==> src/rtl/core/assert_macros.svh <==
// Assertion macros shared by the RTL of the key table lookup block.
// Needs nothing else; include by bare file name.
`ifndef ASSERT_MACROS_SVH
`define ASSERT_MACROS_SVH

// Consequent must hold in the same cycle as the antecedent.
`define ASSERT_IMPLIES(label, clk, rst, ante, cons, msg) \
   label: assert property (@(posedge clk) disable iff (rst) (ante) |-> (cons)) else $error(msg);

// Consequent must hold in the cycle after the antecedent.
`define ASSERT_NEXT(label, clk, rst, ante, cons, msg) \
   label: assert property (@(posedge clk) disable iff (rst) (ante) |=> (cons)) else $error(msg);

// Expression must hold at every clock edge out of reset.
`define ASSERT_ALWAYS(label, clk, rst, expr, msg) \
   label: assert property (@(posedge clk) disable iff (rst) (expr)) else $error(msg);

`endif

==> src/rtl/core/skt_ram.sv <==
// Generic single-write, single-read RAM with registered read data.
// No dependencies.
module skt_ram #(
   parameter int DATA_W = 8,
   parameter int DEPTH  = 16,
   localparam int ADDR_W = (DEPTH > 1) ? $clog2(DEPTH) : 1
) (
   input  logic              clock,
   input  logic              wr_en,
   input  logic [ADDR_W-1:0] wr_addr,
   input  logic [DATA_W-1:0] wr_data,
   input  logic              rd_en,
   input  logic [ADDR_W-1:0] rd_addr,
   output logic [DATA_W-1:0] rd_data
);

   logic [DATA_W-1:0] mem [DEPTH];
   logic [DATA_W-1:0] rd_data_ff;

   always_ff @(posedge clock) begin
      if (wr_en) begin
         mem[wr_addr] <= wr_data;
      end
      if (rd_en) begin
         rd_data_ff <= mem[rd_addr];
      end
   end

   assign rd_data = rd_data_ff;

endmodule

==> config.mk <==
export PLATFORM = sky130hd
export DESIGN_NAME = skt_ram
export DESIGN_NICKNAME = d
export VERILOG_FILES = /design/src/rtl/core/assert_macros.svh /design/src/rtl/core/skt_ram.sv
export SDC_FILE = /design/constraint.sdc
export NUM_CORES = 1
export LEC_CHECK = 0
export ABC_AREA = 1
export BUFFER_PORTS_ARGS = -buffer_cell sky130_fd_sc_hd__buf_4
export CAP_MARGIN = 40
export CORE_ASPECT_RATIO = 0.75
export CORE_MARGIN = 5
export CORE_UTILIZATION = 65
export CTS_CLUSTER_SIZE = 12
export DETAILED_ROUTE_END_ITERATION = 8
export PLACE_DENSITY = 0.9
export SLEW_MARGIN = 25
export SYNTH_ARGS = -nofsm -noshare
export SYNTH_HDL_FRONTEND = slang
export SYNTH_SLANG_ARGS = --single-unit
export TNS_END_PERCENT = 1
==> constraint.sdc <==
create_clock -name clock -period 2.7 [get_ports clock]
set_input_delay 0.81 -clock clock [delete_from_list [all_inputs] [get_ports clock]]
set_output_delay 0.81 -clock clock [all_outputs]
set_load 0.005 [all_outputs]
======== After elaboration in Yosys (flattened, before gate mapping) ========
Memory sizes are Yosys's and may differ from the RTL's. A register that Yosys moved wholly into a read port is not among the register bits.
Cells that the tools add are included.
W data, S select, Z words.
cells by class
  multiplexer cells ....................... 2
operators by type and width
  kind     number
  $mux W1  2
word-level totals
  register bits ........................... 0
  memory bits (writable) .................. 128
  bits of input ports ..................... 19
  logic and storage cells ................. 3
  memories kept ........................... 1
memory list
  memory  words  width  read ports  clocked after memory_dff  wr ports  line           RTL
  mem     16     8      1           1                         1         skt_ram.sv:17  logic [DATA_W-1:0] mem [DEPTH];

======== Logic depth before layout (Yosys ltp) ========
  depth in word-level cells ............... 2
  mapped depth ............................ 8

======== Worst setup path before layout ========
Ideal clock, no wire load.
  path kind ............................... in2reg
  start point ............................. input wr_addr[2]
  end point ............................... memory mem[10][0], enable pin
  stages .................................. 2
  setup slack ............................. 0.939 ns
  data arrival time ....................... 1.391 ns
  required time ........................... 2.330 ns
  cell sequence ........................... nand3b_1 > nor2_1
RTL lines
  what             line           RTL
  start, declared  skt_ram.sv:10  input logic [ADDR_W-1:0] wr_addr,
  end, declared    skt_ram.sv:17
Straight into the memory's write port.

==> metrics.cfg <==
[synthesis]
synthTopCellsByArea = edfxtp_1 (70%), nand2_1 (11%), nand3_1 (8.3%), inv_1 (6.4%), buf_6 (1.2%)
synth_common_cells = nand2_1 (173), edfxtp_1 (136), inv_1 (100)
synth_top_area_frac = 0.698
avgSynthCellArea_um2 = 10.6
yosys_warnings = 0
syn-cell-area_mm2 = 0.00585
synth_ff_type = edfxtp_1
synth_area_leader_cell = edfxtp_1
synthCells = 551
synth_cell_types = 11
ys_seq_area_frac = 0.698
synthArstFlopShare = 0
synth_most_common_cell = nand2_1
synth_edf_count = 136
synth_nets = 570
ys_ff_latch = 136

[route]
drc = 0
drtIter0Drc = 694
met2_wirelength_mm = 6.18
highest_layer = met4
viasPerCell = 5.73
ant_nets = 0
dr_total_vias = 4081
routed_wl_mm = 13.5
routedWlPerCell_um = 19.0
wl_met1_mm = 5.25
met3_wirelength_mm = 1.79
drt_pre_antenna_iters = 7

[sta]
setup_tns_ns = 0
slew_violations = 0
tightest_slew_ns = 0.698
fin_worst_skew_ns = 0.00751
holdWs_ns = 0.689
timing.fmax_ghz = 0.520
fin_crit_sh = 0.712
fin_crit_ns = 1.92
rsz0062_at_grt = false
setup_violations = 0
final-hold-violation-count = 0
relSlewSlack = 0.533

[cells_and_area]
fillCellCount = 542
num_antenna_cells = 0
finalInstanceArea_mm2 = 0.00666
final_core_util = 0.749
area_growth_pct = 14.0
drive_gt1_frac = 0.110
final_nets = 606

[global_routing]
grt_max_degree = 65
grt_pass1_wl_mm = 21.1
antenna_found_initial = 0
grt_pass1_vias = 3933
grt_overflow = 0
grt_usage = 0.262

[setup_path]
critPathKind = in -> reg
path_max_fanout = 33
reg2reg_slack_ns = 1.49
crit_arrival_ns = 2.08
crit_required_ns = 2.86
start_kind = input pin
endpoint_kind = flip-flop

[hold_path]
holdCritPathClass = in -> reg

[power_and_ir_drop]
sequentialPowerShare = 0.507
leakage_nw = 2.88
internal-power_w = 0.00371
finalPower_w = 0.00473
ir_drop_mv = 0.641
powerDensity_mw_per_mm2 = 710
clockPowerShare = 0.431
swShare = 0.216
p_comb_frac = 0.063
power.switching_w = 0.00102

[floorplan]
dieWidth_um = 120
rows = 30
start_util = 0.657
fp.dieH_um = 92.1
fp.dieArea_mm2 = 0.0110
design.core.area_mm2 = 0.00890
ios = 27

[clock_network]
cts_resized = 0
h-tree-depth = 4
cts_made_buffers = 17
insertion_delay_ns = 0.41
cts_buffer_depth = 2
post-cts-setup-buffer-count = 0
cts_tree = built
numClockSinks = 136
path_clk_slew_ns = 0.05
cts-root-buf = clkbuf_16
holdBufCountCts = 0

[placement]
placed_area_mm2 = 0.00614
place.gp.congestion = 0.938
dpl.hpwl_mm = 8.15
port-buffer-count = 26

[outcome]
outcome = finished, final reports clean

[flow_run]
maxCapViolations = 0

-- routing by layer --
layer,GRT usage,up-vias
met1,0.370,1883
met5,0,-
met3,0.0912,34
met2,0.380,306
li1,-,1858
met4,0.0982,0
-- power groups by stage --
stage	logic (W)	registers (W)	clock network (W)
global route	0.000323	0.00240	0.00216
finish	0.000296	0.00240	0.00204
detailed placement	0.000286	0.00244	0
floorplan	0.000167	0.00243	0
global placement	0.000274	0.00244	0
CTS	0.000291	0.00240	0.00205
-- registers in the layout, summed over array words and instances (netlist names) --
register and count:
rd_data 8, mem 128
-- through the flow --
step | setup slack (ns) | instances
2_1_floorplan | 0.939 | 551
3_3_place_gp | 0.473 | 680
3_5_place_dp | 0.448 | 680
4_1_cts | 0.863 | 712
5_1_grt | 0.689 | 712
6_report | 0.778 | 712
-- worst max-delay path, stage by stage --
cell,delay [ns]
buf_4,0.35
inv_2,0.35
nand3_1,0.18
nand3_1,0.12
nand3_1,0.17
nand2_1,0.08
-- kinds of logic after synthesis --
| group | synth area share |
|---|---|
| buffers and inverters | 0.0939 |
| and+or+nand+nor | 0.208 |
| DFF | 0.698 |
-- layout make-up --
type	count	area (µm²)	area share
clock inverter	12	85.1	0.0128
clock buffer	20	437	0.0655
inverter	102	383	0.0575
timing repair buffer	41	320	0.0481
multi-input combinational	289	1210	0.182
tap	112	140	0.0210
sequential	136	4080	0.613
-- worst paths after layout --
| check | endpoint | from | cells past startpoint |
|---|---|---|---|
| setup / recovery | rd_data[2] | rd_addr[1] | 6 |
| hold / removal | rd_data[4] | rd_en | 1 |
| setup reg to reg | rd_data[2] | mem[9][2] | 6 |
| hold reg to reg | rd_data[6] | mem[4][6] | 6 |
-- cells in the final DEF, fill, tap and decap left out, drive strengths merged --
cell	count
nor2	17
clkbuf	20
nand3	97
nand2	173
buf	41
clkinv	8
edfxtp	136
clkinvlp	3
inv	102
nand3b	2
bufinv	1
No activity file was read; power rests on OpenSTA's default activity.
